`config.mk`:
```
export PLATFORM = sky130hd
export DESIGN_NAME = ktmp_alu
export DESIGN_NICKNAME = d
export VERILOG_FILES = /design/src/rtl/ktmp_pkg.sv /design/src/rtl/ktmp_alu.sv
export SDC_FILE = /design/constraint.sdc
export NUM_CORES = 1
export LEC_CHECK = 0
export ABC_AREA = 1
export BUFFER_PORTS_ARGS = -buffer_cell sky130_fd_sc_hd__buf_2
export CAP_MARGIN = 15
export CORE_MARGIN = 1
export CORE_UTILIZATION = 42
export DETAILED_ROUTE_END_ITERATION = 10
export PLACE_DENSITY = 0.64
export SLEW_MARGIN = 40
export SYNTH_ARGS = -nofsm -noshare
export SYNTH_HDL_FRONTEND = slang
export SYNTH_SLANG_ARGS = --single-unit
```
`constraint.sdc`:
```
create_clock -name vclk -period 8
set_input_delay 0.8 -clock vclk [all_inputs]
set_output_delay 0.8 -clock vclk [all_outputs]
set_load 0.02 [all_outputs]
```
`src/rtl/ktmp_pkg.sv`:
```
// Shared constants and types for the k-transaction stock profit block.
`default_nettype none
package ktmp_pkg;

    localparam int MAX_TRANS = 128;
    localparam int IDX_W     = $clog2(MAX_TRANS);
    localparam int K_W       = 8;
    localparam int PRICE_W   = 16;
    localparam int ACC_W     = 32;
    localparam int PROFIT_W  = 31;
    localparam int ENTRY_W   = 2 * ACC_W;

    localparam logic [K_W-1:0] K_SAT = K_W'(MAX_TRANS);

    localparam logic signed [ACC_W-1:0] ACC_MIN = {1'b1, {(ACC_W-1){1'b0}}};
    localparam logic signed [ACC_W-1:0] ACC_MAX = {1'b0, {(ACC_W-1){1'b1}}};

    typedef logic [PRICE_W-1:0]       price_t;
    typedef logic signed [ACC_W-1:0]  acc_t;
    typedef logic [IDX_W-1:0]         idx_t;
    typedef logic [K_W-1:0]           k_t;
    typedef logic [PROFIT_W-1:0]      profit_t;

    typedef enum logic [4:0] {
        ST_IDLE = 5'b00001,
        ST_PREF = 5'b00010,
        ST_HOLD = 5'b00100,
        ST_FREE = 5'b01000,
        ST_EMIT = 5'b10000
    } state_t;

endpackage
`default_nettype wire

```
`src/rtl/ktmp_alu.sv`:
```
// Shared saturating add/subtract and max unit.
`default_nettype none
module ktmp_alu (
    input  wire ktmp_pkg::acc_t   acc,
    input  wire ktmp_pkg::price_t price,
    input  wire logic             sub,
    input  wire ktmp_pkg::acc_t   cur,
    output ktmp_pkg::acc_t        res
);
    import ktmp_pkg::*;

    logic signed [ACC_W:0] ext_acc;
    logic signed [ACC_W:0] ext_price;
    logic signed [ACC_W:0] sum;
    acc_t                  sat;

    always_comb begin
        ext_acc   = {acc[ACC_W-1], acc};
        ext_price = {{(ACC_W+1-PRICE_W){1'b0}}, price};
        sum       = sub ? (ext_acc - ext_price) : (ext_acc + ext_price);
        if (sum[ACC_W] != sum[ACC_W-1]) begin
            sat = sum[ACC_W] ? ACC_MIN : ACC_MAX;
        end else begin
            sat = sum[ACC_W-1:0];
        end
        res = (sat > cur) ? sat : cur;
    end

endmodule
`default_nettype wire

```
[Word-level counts from Yosys, hierarchy flattened]
Cells that the tools add are included.
Word-level totals
  register bits after elaboration: 0
  word-level logic and storage cells: 8
Operators by class
  add/sub/neg operators: 2
  order comparisons: 1
  equal/unequal tests: 1
  muxes and demuxes: 4
Operators by type and width (count)
  2-to-1 mux 32 bit: 3
  adder 32 x 17 -> 33 bit: 1
  2-to-1 mux 33 bit: 1
  subtractor 32 x 17 -> 33 bit: 1
  greater-than comparator 32 bit: 1
  inequality test 1 bit: 1

[Depth between registers and ports, before layout]
Gate-level depths: netlist of the first run.
  depth in word-level cells: 6
  mapped depth: 46

[Worst setup path before layout of the first run]
No wires, ideal clock.
  path kind: input-to-output
  start: input price[0]
  end: output res[11]
  data arrival time: 5.523 ns
  setup slack: 1.677 ns
  stages on the path: 41
  path buffers: 2
  cells stage by stage: inv_1 ha_1 nand3_1 nor2_1 inv_1 nor3_1 nand2_1 o31ai_1 o21ai_0 xor2_1 ha_1 nand2_2 inv_2 a21oi_2 a21boi_2 nand2_2 nand3b_2 nand2_1 [5 not listed] ha_1 nand2_1 nor2_1 nand4_1 nor2_1 nand2_1 nand3_1 nand2_1 nand2_1 nand2_1 nand2_1 nand2_1 nand2_1 nand3_1 nand2_2 buf_2 nand2_1 nand2_1
Between the ends
  longest elaborated chain between the ends: 6
  elaborated cells on any way between the ends: 8
  classes of those cells: add/sub (2); order compare (1); eq/ne (1); mux (4)
Ends and longest elaborated chain
  start, declared: line ktmp_alu.sv:5  | input wire ktmp_pkg::price_t price,
  adder 32 x 17 -> 33 bit or subtractor 32 x 17 -> 33 bit (tied branches): line ktmp_alu.sv:20  | sum = sub ? (ext_acc - ext_price) : (ext_acc + ext_price);
  2-to-1 mux 33 bit (*): line ktmp_alu.sv:20
  2-to-1 mux 32 bit or inequality test 1 bit (tied branches): line ktmp_alu.sv:22, ktmp_alu.sv:21
  2-to-1 mux 32 bit (*): line ktmp_alu.sv:21  | if (sum[ACC_W] != sum[ACC_W-1]) begin
  greater-than comparator 32 bit: line ktmp_alu.sv:26  | res = (sat > cur) ? sat : cur;
  2-to-1 mux 32 bit (*): line ktmp_alu.sv:26
  end, declared: line ktmp_alu.sv:8  | output ktmp_pkg::acc_t res
Mark *: on every way between the ends. The rest lies on a longest branch, timed or not.

[Final worst setup path of the first run]
  start: input price[0]
  end: output res[29]
Same word-level chain as after synthesis.

==> impl_metrics.py, run 1 <==
metrics = {
    "routing": {
        "postRouteAntennaNets": 0,
        "drtPass1Iterations": 5,
        "dr.first_iter.drc_count": 170,
        "routed_wl_mm": 12.44,
        "viasPerCell": 5.007,
        "drt_drc_violations_left": 0,
        "wl_per_cell_um": 12.98,
        "vias": 4797,
    },
    "die": {
        "initial_core_util_pct": 43.57,
        "die_h_um": 102.9,
        "die_w_um": 102.9,
        "dieArea_sq_mm": 0.01059,
        "core_area_sq_mm": 0.009819,
        "rows": 36,
        "io_pins": 113,
    },
    "cts": {
        "ctsHoldBuffers": 0,
    },
    "timing": {
        "worstMarginPinSlew_ns": 0.6545,
        "finalSetupViolCount": 0,
        "worst_slew_margin_rel_pct": 56.21,
        "setup_ws_ns": 0.5066,
        "hold_viol": 0,
        "maxSlewViolCount": 0,
        "fmax_mhz": 133.5,
        "tns_ns": 0,
        "post-route-period-util_pct": 93.67,
        "min_period_ns": 7.493,
    },
    "power": {
        "power.density_mw_per_mm2": 150.9,
        "ir_worst_vdd_mv": 0.06462,
        "p_leak_nw": 2.755,
    },
    "yosys": {
        "synth_cell_types": 50,
        "netlist_top_cells_count": "215 x nand2_1, 97 x inv_1, 65 x ha_1",
        "netlist_instances": 726,
        "netlist_area_sq_mm": 0.004278,
        "synth_area_leaders": "ha_1 19%, nand2_1 19%, inv_1 8.5%, nand3_1 6.8%, a21oi_1 5.4%",
        "synth_top_area_cell": "ha_1",
        "yosysWarnings": 0,
        "synthesis.nets": 873,
        "synth_most_common_cell": "nand2_1",
        "netlist.area_leader.share_pct": 19.01,
        "avgSynthCellArea_sq_um": 5.892,
        "synth_seq_area_share_pct": 0,
    },
    "outcome": {
        "status": "completed",
    },
    "global_route": {
        "first_global_vias": 4400,
        "antenna_found_initial": 0,
        "grt_use_met1_pct": 32.04,
        "use_met3_pct": 0.2034,
        "met2_usage_pct": 42.31,
        "grt.overflow.total": 0,
        "track_usage_pct": 23.50,
        "grt_max_degree": 33,
        "grt_pass1_wl_mm": 20.10,
        "grt-busiest-layer": "met2",
    },
    "run": {
        "maxCapViolations": 0,
    },
    "finish": {
        "syn2layout_area_growth_pct": 15.18,
        "fin_util_pct": 50.18,
        "drive_gt1_share_pct": 21.70,
        "nClkBuffers": 0,
        "nNetsFinal": 974,
        "seqCellArea_sq_um": 0,
        "design.seq.count": 0,
        "antenna_cells": 0,
    },
    "placed_design": {
        "dpl_worst_slack_ns": 0.5148,
        "portBuffers": 113,
        "gp_congestion": 0.9810,
        "dpl.hpwl_mm": 11.12,
    },
    "critical_path": {
        "cp.arrival_ns": 6.69,
        "slowest_delay_ns": 0.37,
        "required_ns": 7.20,
        "crit_type": "input pin to output port",
        "crit_path_max_fanout": 31,
        "slowest_stage": "ha_1",
        "crit_path_end_kind": "output port",
        "timing.critical_path.mode_cell": "nand2_1",
        "critPathLaunchType": "input pin",
    },
    "hold_path": {
        "worst_hold_path_type": "input pin to output port",
    },
}
==> cell families (layout without fill, tap and decap cells) <==
logic type / count (synthesis) / count (layout) / synth area share, %
buffers and inverters: 117 / 216 / 12.02
AND/OR/NAND/NOR: 380 / 380 / 39.57
XOR/XNOR: 38 / 38 / 7.780
AO/OA/AOI/OAI: 125 / 125 / 21.15
adder cells (fa/ha/maj): 66 / 66 / 19.48
==> worst max-delay path, delay by kind of cell <==
family          cells  cell delay [ns]
simple gates       19             2.96
buf+inv             7             1.03
compound gates      5             0.87
fa+ha+maj           3             0.85
xor+xnor            1             0.17
==> cell type report <==
class,instances,area [sq um]
well taps,133,166.4
repair buffers,116,591.8
inverters,100,375.4
multi-input cells,609,3794
fillers,1078,4892
==> power breakdown <==
part,internal [mW],leakage (nW),total [mW],switching (mW)
logic,0.267,2.76,0.744,0.477
clock network,0,0,0,0
registers,0,0,0,0
total,0.267,2.76,0.744,0.477
==> metal layers <==
| layer | share of wire [%] | up-vias | wire (um) |
|---|---|---|---|
| met5 | 0 | - | 0 |
| met3 | 3.8 | 12 | 473 |
| met4 | 1.5 | 0 | 189 |
| met1 | 50 | 2074 | 6166 |
| met2 | 45 | 126 | 5609 |
| li1 | - | 2585 | - |
==> final timing paths <==
kind / startpoint / to / slack, ns / cells past startpoint
setup / recovery: price[0] / res[29] / 0.51 / 35
hold / removal: cur[24] / res[24] / 1.95 / 4
==> layout by cell type, fill, tap and decap left out, drive strengths merged <==
cell,synthesis,final
a211oi,2,2
a21boi,3,3
a21o,7,7
a21oi,79,79
a31oi,1,1
and2,1,1
buf,15,116
clkinv,1,1
fa,1,1
ha,65,65
inv,99,99
nand2,226,226
nand2b,1,1
nand3,60,60
nand3b,3,3
nand4,13,13
nor2,62,62
nor3,11,11
nor4,2,2
o211ai,1,1
o21a,1,1
o21ai,24,24
o21bai,5,5
o31ai,2,2
or2,1,1
xnor2,22,22
xor2,16,16
==> metrics by stage <==
step | power (mW) | area, sq um | cells | hold slack [ns]
2_1_floorplan | 0.5635 | 4278 | 726 | 1.741
3_3_place_gp | 0.7268 | 4893 | 958 | 1.948
3_5_place_dp | 0.7360 | 4896 | 958 | 1.954
4_1_cts | 0.7386 | 4896 | 958 | 1.958
5_1_grt | 0.8331 | 4927 | 958 | 1.975
6_report | 0.7438 | 4927 | 958 | 1.954
==> timing repair <==
item	4_1_cts	5_1_grt
resized for setup	0	5
setup endpoints to repair	0	31
buffers inserted	0	0
(Power assumes the default switching activity.)
==> run 2: changes to the inputs <==
--- a/config.mk
+++ b/config.mk
@@ -9,9 +9,9 @@
 export BUFFER_PORTS_ARGS = -buffer_cell sky130_fd_sc_hd__buf_2
 export CAP_MARGIN = 15
 export CORE_MARGIN = 1
-export CORE_UTILIZATION = 42
+export CORE_UTILIZATION = 55
 export DETAILED_ROUTE_END_ITERATION = 10
-export PLACE_DENSITY = 0.64
+export PLACE_DENSITY = 0.81
 export SLEW_MARGIN = 40
 export SYNTH_ARGS = -nofsm -noshare
 export SYNTH_HDL_FRONTEND = slang
==> impl_metrics.py, run 2 (synthesis gave the netlist of run 1 again) <==
metrics = {
    "die": {
        "die_h_um": 90.19,
        "die_w_um": 90.19,
        "dieArea_sq_mm": 0.008134,
        "core_area_sq_mm": 0.007370,
        "initial_core_util_pct": 58.05,
        "io_pins": 113,
        "rows": 31,
    },
    "critical_path": {
        "timing.critical_path.mode_cell": "nand2_1",
        "slowest_delay_ns": 0.37,
        "cp_top_family": "simple AND/OR/NAND/NOR gates",
        "cp_num_buf_inv": 6,
        "slowest_stage": "ha_1",
        "required_ns": 7.20,
        "crit_path_end_kind": "output port",
        "crit_type": "input pin to output port",
        "cp.arrival_ns": 6.56,
        "crit_path_max_fanout": 31,
        "critPathLaunchType": "input pin",
    },
    "global_route": {
        "antenna_found_initial": 0,
        "grt_max_degree": 33,
        "first_global_vias": 4641,
        "track_usage_pct": 29.65,
        "grt_pass1_wl_mm": 20.50,
        "grt.overflow.total": 0,
    },
    "placed_design": {
        "place_area_sq_mm": 0.004858,
        "dpl.hpwl_mm": 10.85,
        "gp_congestion": 0.9112,
        "portBuffers": 113,
    },
    "finish": {
        "syn2layout_area_growth_pct": 14.92,
        "fin_util_pct": 66.71,
        "nClkBuffers": 0,
        "seqCellArea_sq_um": 0,
        "layout_commonest_cell": "nand2_1",
        "drive_gt1_share_pct": 22.14,
        "postLayoutCellArea_sq_mm": 0.004916,
        "antenna_cells": 0,
        "nNetsFinal": 980,
        "design.seq.count": 0,
        "layout_common_cells": "215 x nand2_1, 113 x buf_2, 97 x inv_1",
    },
    "routing": {
        "viasPerCell": 5.354,
        "drtPass1Iterations": 5,
        "wl_per_cell_um": 13.36,
        "postRouteAntennaNets": 0,
        "vias": 4979,
        "drt_drc_violations_left": 0,
        "routed_wl_mm": 12.43,
        "dr.first_iter.drc_count": 222,
    },
    "hold_path": {
        "worst_hold_path_type": "input pin to output port",
    },
    "cts": {
        "ctsHoldBuffers": 0,
    },
    "timing": {
        "tns_ns": 0,
        "min_period_ns": 7.357,
        "post-route-period-util_pct": 91.97,
        "maxSlewViolCount": 0,
        "worstMarginPinSlew_ns": 0.6335,
        "worst_slew_margin_rel_pct": 57.72,
        "hold_viol": 0,
        "fmax_mhz": 135.9,
        "rsz0062_at_grt": "false",
        "finalSetupViolCount": 0,
    },
    "power": {
        "finalPower_uw": 755.2,
        "p_leak_nw": 2.782,
        "power.density_mw_per_mm2": 153.6,
        "ir_worst_vdd_mv": 0.06984,
    },
    "outcome": {
        "status": "completed",
    },
    "run": {
        "maxCapViolations": 0,
    },
}
run 2: changes by cell type in the layout (fill, tap and decap cells not counted):
cell and change:
buf_4 +7, buf_6 -1, nand2_1 +1, nand2_2 -1
nand2_4 +1, nand2_8 -1, nor3_1 +1, nor3_2 -1
nor4_1 -1, nor4_2 +1
run 2: metrics by stage:
step | worst slack [ns] | std cells | hold slack, ns
2_1_floorplan | 1.677 | 726 | 1.741
5_1_grt | 0.02348 | 930 | 1.977
4_1_cts | 0.4370 | 925 | 1.954
3_3_place_gp | 0.6388 | 925 | 1.948
6_report | 0.6426 | 930 | 1.953
3_5_place_dp | 0.4302 | 925 | 1.950
run 2: what timing repair did:
item / 4_1_cts / 5_1_grt
buffers inserted: 0 / 5
resized for setup: 0 / 3
endpoints found under the setup margin: 0 / 31
run 2: final cells by class:
class | count | area (sq um)
Multi-Input combinational cell | 609 | 3784
Fill cell | 728 | 2454
Timing Repair Buffer | 122 | 633.1
Inverter | 100 | 375.4
Tap cell | 99 | 123.9
run 2: final timing paths:
path | start | to | slack, ns | cells past startpoint
max | price[0] | res[0] | 0.64 | 34
min | cur[31] | res[31] | 1.95 | 4
run 2: routing by layer:
metal  global-route usage [%]  share of wire (%)  vias up
li1                         -                  -     2594
met1                    39.72                 47     2202
met2                    53.50                 47      163
met3                   0.7614                5.0       20
met4                    4.570                1.6        0
met5                        0                  0        -
run 2: report_power, final:
part	switching (mW)	leakage (nW)	internal, mW
sequential	0	0	0
clock	0	0	0
combinational	0.482	2.78	0.273
==> run 3: changes to the inputs <==
--- a/config.mk
+++ b/config.mk
@@ -11,8 +11,9 @@
 export CORE_MARGIN = 1
 export CORE_UTILIZATION = 55
 export DETAILED_ROUTE_END_ITERATION = 10
-export PLACE_DENSITY = 0.81
+export PLACE_DENSITY = 0.83
 export SLEW_MARGIN = 40
 export SYNTH_ARGS = -nofsm -noshare
 export SYNTH_HDL_FRONTEND = slang
 export SYNTH_SLANG_ARGS = --single-unit
+export TNS_END_PERCENT = 20
==> impl_metrics.py, run 3 (synthesis gave the netlist of run 1 again) <==
metrics = {
    "power": {
        "ir_worst_vdd_mv": 0.05609,
        "p_sw_uw": 484.7,
        "finalPower_uw": 762.3,
        "power.density_mw_per_mm2": 154.3,
        "p_comb_share_pct": 100.0,
        "p_leak_nw": 2.789,
        "intPower_uw": 277.7,
        "swShare_pct": 63.58,
        "power_frac_seq_pct": 0,
        "power_frac_clock_pct": 0,
    },
    "die": {
        "core_area_sq_mm": 0.007370,
        "rows": 31,
        "die_w_um": 90.19,
        "die_h_um": 90.19,
        "io_pins": 113,
        "dieArea_sq_mm": 0.008134,
        "initial_core_util_pct": 58.05,
    },
    "timing": {
        "post-route-period-util_pct": 92.11,
        "finalSetupViolCount": 0,
        "worstMarginPinSlew_ns": 0.6651,
        "maxSlewViolCount": 0,
        "rsz0062_at_grt": "false",
        "holdWs_ns": 1.959,
        "worst_slew_margin_rel_pct": 55.61,
        "hold_viol": 0,
        "min_period_ns": 7.369,
        "fmax_mhz": 135.7,
        "tns_ns": 0,
    },
    "finish": {
        "layout_commonest_cell": "nand2_1",
        "postLayoutCellArea_sq_mm": 0.004940,
        "nClkBuffers": 0,
        "design.seq.count": 0,
        "antenna_cells": 0,
        "multiInputGateArea_sq_mm": 0.003791,
        "seqCellArea_sq_um": 0,
        "drive_gt1_share_pct": 22.14,
        "fillers": 712,
        "syn2layout_area_growth_pct": 15.47,
        "nNetsFinal": 980,
        "layout_common_cells": "215 x nand2_1, 113 x buf_2, 97 x inv_1",
    },
    "critical_path": {
        "crit_path_max_fanout": 31,
        "crit_type": "input pin to output port",
        "slowest_stage": "ha_1",
        "crit_path_end_kind": "output port",
        "crit_path_start": "price[0]",
        "critPathLaunchType": "input pin",
        "critPathCapture": "res[6]",
        "slowest_delay_ns": 0.36,
        "timing.critical_path.mode_cell": "nand2_1",
        "cp.arrival_ns": 6.57,
        "required_ns": 7.20,
    },
    "global_route": {
        "met2_usage_pct": 53.50,
        "grt.overflow.total": 0,
        "first_global_vias": 4714,
        "use_met3_pct": 1.184,
        "track_usage_pct": 30.11,
        "grt-busiest-layer": "met2",
        "antenna_found_initial": 0,
        "grt_use_met1_pct": 40.37,
        "grt_pass1_wl_mm": 20.81,
        "grt_max_degree": 33,
    },
    "placed_design": {
        "place_area_sq_mm": 0.004858,
        "gp_congestion": 0.9405,
        "portBuffers": 113,
        "dpl.hpwl_mm": 10.99,
    },
    "routing": {
        "vias": 5064,
        "routed_wl_mm": 12.49,
        "viasPerCell": 5.445,
        "postRouteAntennaNets": 0,
        "dr.first_iter.drc_count": 241,
        "drt_drc_violations_left": 0,
        "wl_per_cell_um": 13.43,
        "drtPass1Iterations": 5,
    },
    "run": {
        "maxCapViolations": 0,
    },
    "hold_path": {
        "worst_hold_path_type": "input pin to output port",
    },
    "outcome": {
        "status": "completed",
    },
}
-- run 3: per-stage QoR --
stage / std cells / utilization [%] / worst slack (ns)
2_1_floorplan: 726 / - / 1.677
3_3_place_gp: 925 / 65.93 / 0.6851
3_5_place_dp: 925 / 65.93 / 0.4768
4_1_cts: 925 / 65.93 / 0.4975
5_1_grt: 930 / 67.03 / 0.1414
6_report: 930 / 67.03 / 0.6309
-- run 3: final cells by class --
type                       instances  share of cell area, %
tap                               99                  2.508
multi-input combinational        609                  76.75
inverter                         100                  7.599
timing repair buffer             122                  13.15
-- run 3: how the worst min path moves through the flow --
| stage | start | cells after the start | to | slack [ns] |
|---|---|---|---|---|
| 2_1_floorplan | cur[31] | 2 | res[31] | 1.74 |
| 3_3_place_gp | cur[16] | 4 | res[16] | 1.95 |
| 3_5_place_dp | cur[30] | 4 | res[30] | 1.96 |
| 4_1_cts | cur[30] | 4 | res[30] | 1.96 |
| 5_1_grt | cur[15] | 4 | res[15] | 1.98 |
| 6_report | cur[30] | 4 | res[30] | 1.96 |
-- run 3: timing repair --
item,4_1_cts,5_1_grt
setup buffers,0,5
hold endpoints to repair,0,0
setup endpoints to repair,0,31
hold buffers,0,0
gates resized for setup,0,5
-- run 3: layer usage --
| metal | wire [um] | part of all wire, % |
|---|---|---|
| met1 | 5840 | 47 |
| met2 | 5723 | 46 |
| met3 | 685 | 5.5 |
| met4 | 242 | 1.9 |
| met5 | 0 | 0 |
-- run 3: power groups by stage --
stage	Sequential [mW]	Clock [mW]	Combinational, mW
after floorplan	0	0	0.564
after global placement	0	0	0.718
after detailed placement	0	0	0.736
after CTS	0	0	0.739
after global routing	0	0	0.841
final	0	0	0.762
-- run 3: worst max-delay path: cells and delay by family --
kind	cells	cell delay, ns
XOR/XNOR	1	0.17
adder cells (fa/ha/maj)	3	0.83
buffers and inverters	8	1.10
AND/OR/NAND/NOR	19	2.72
AO/OA/AOI/OAI	5	0.92
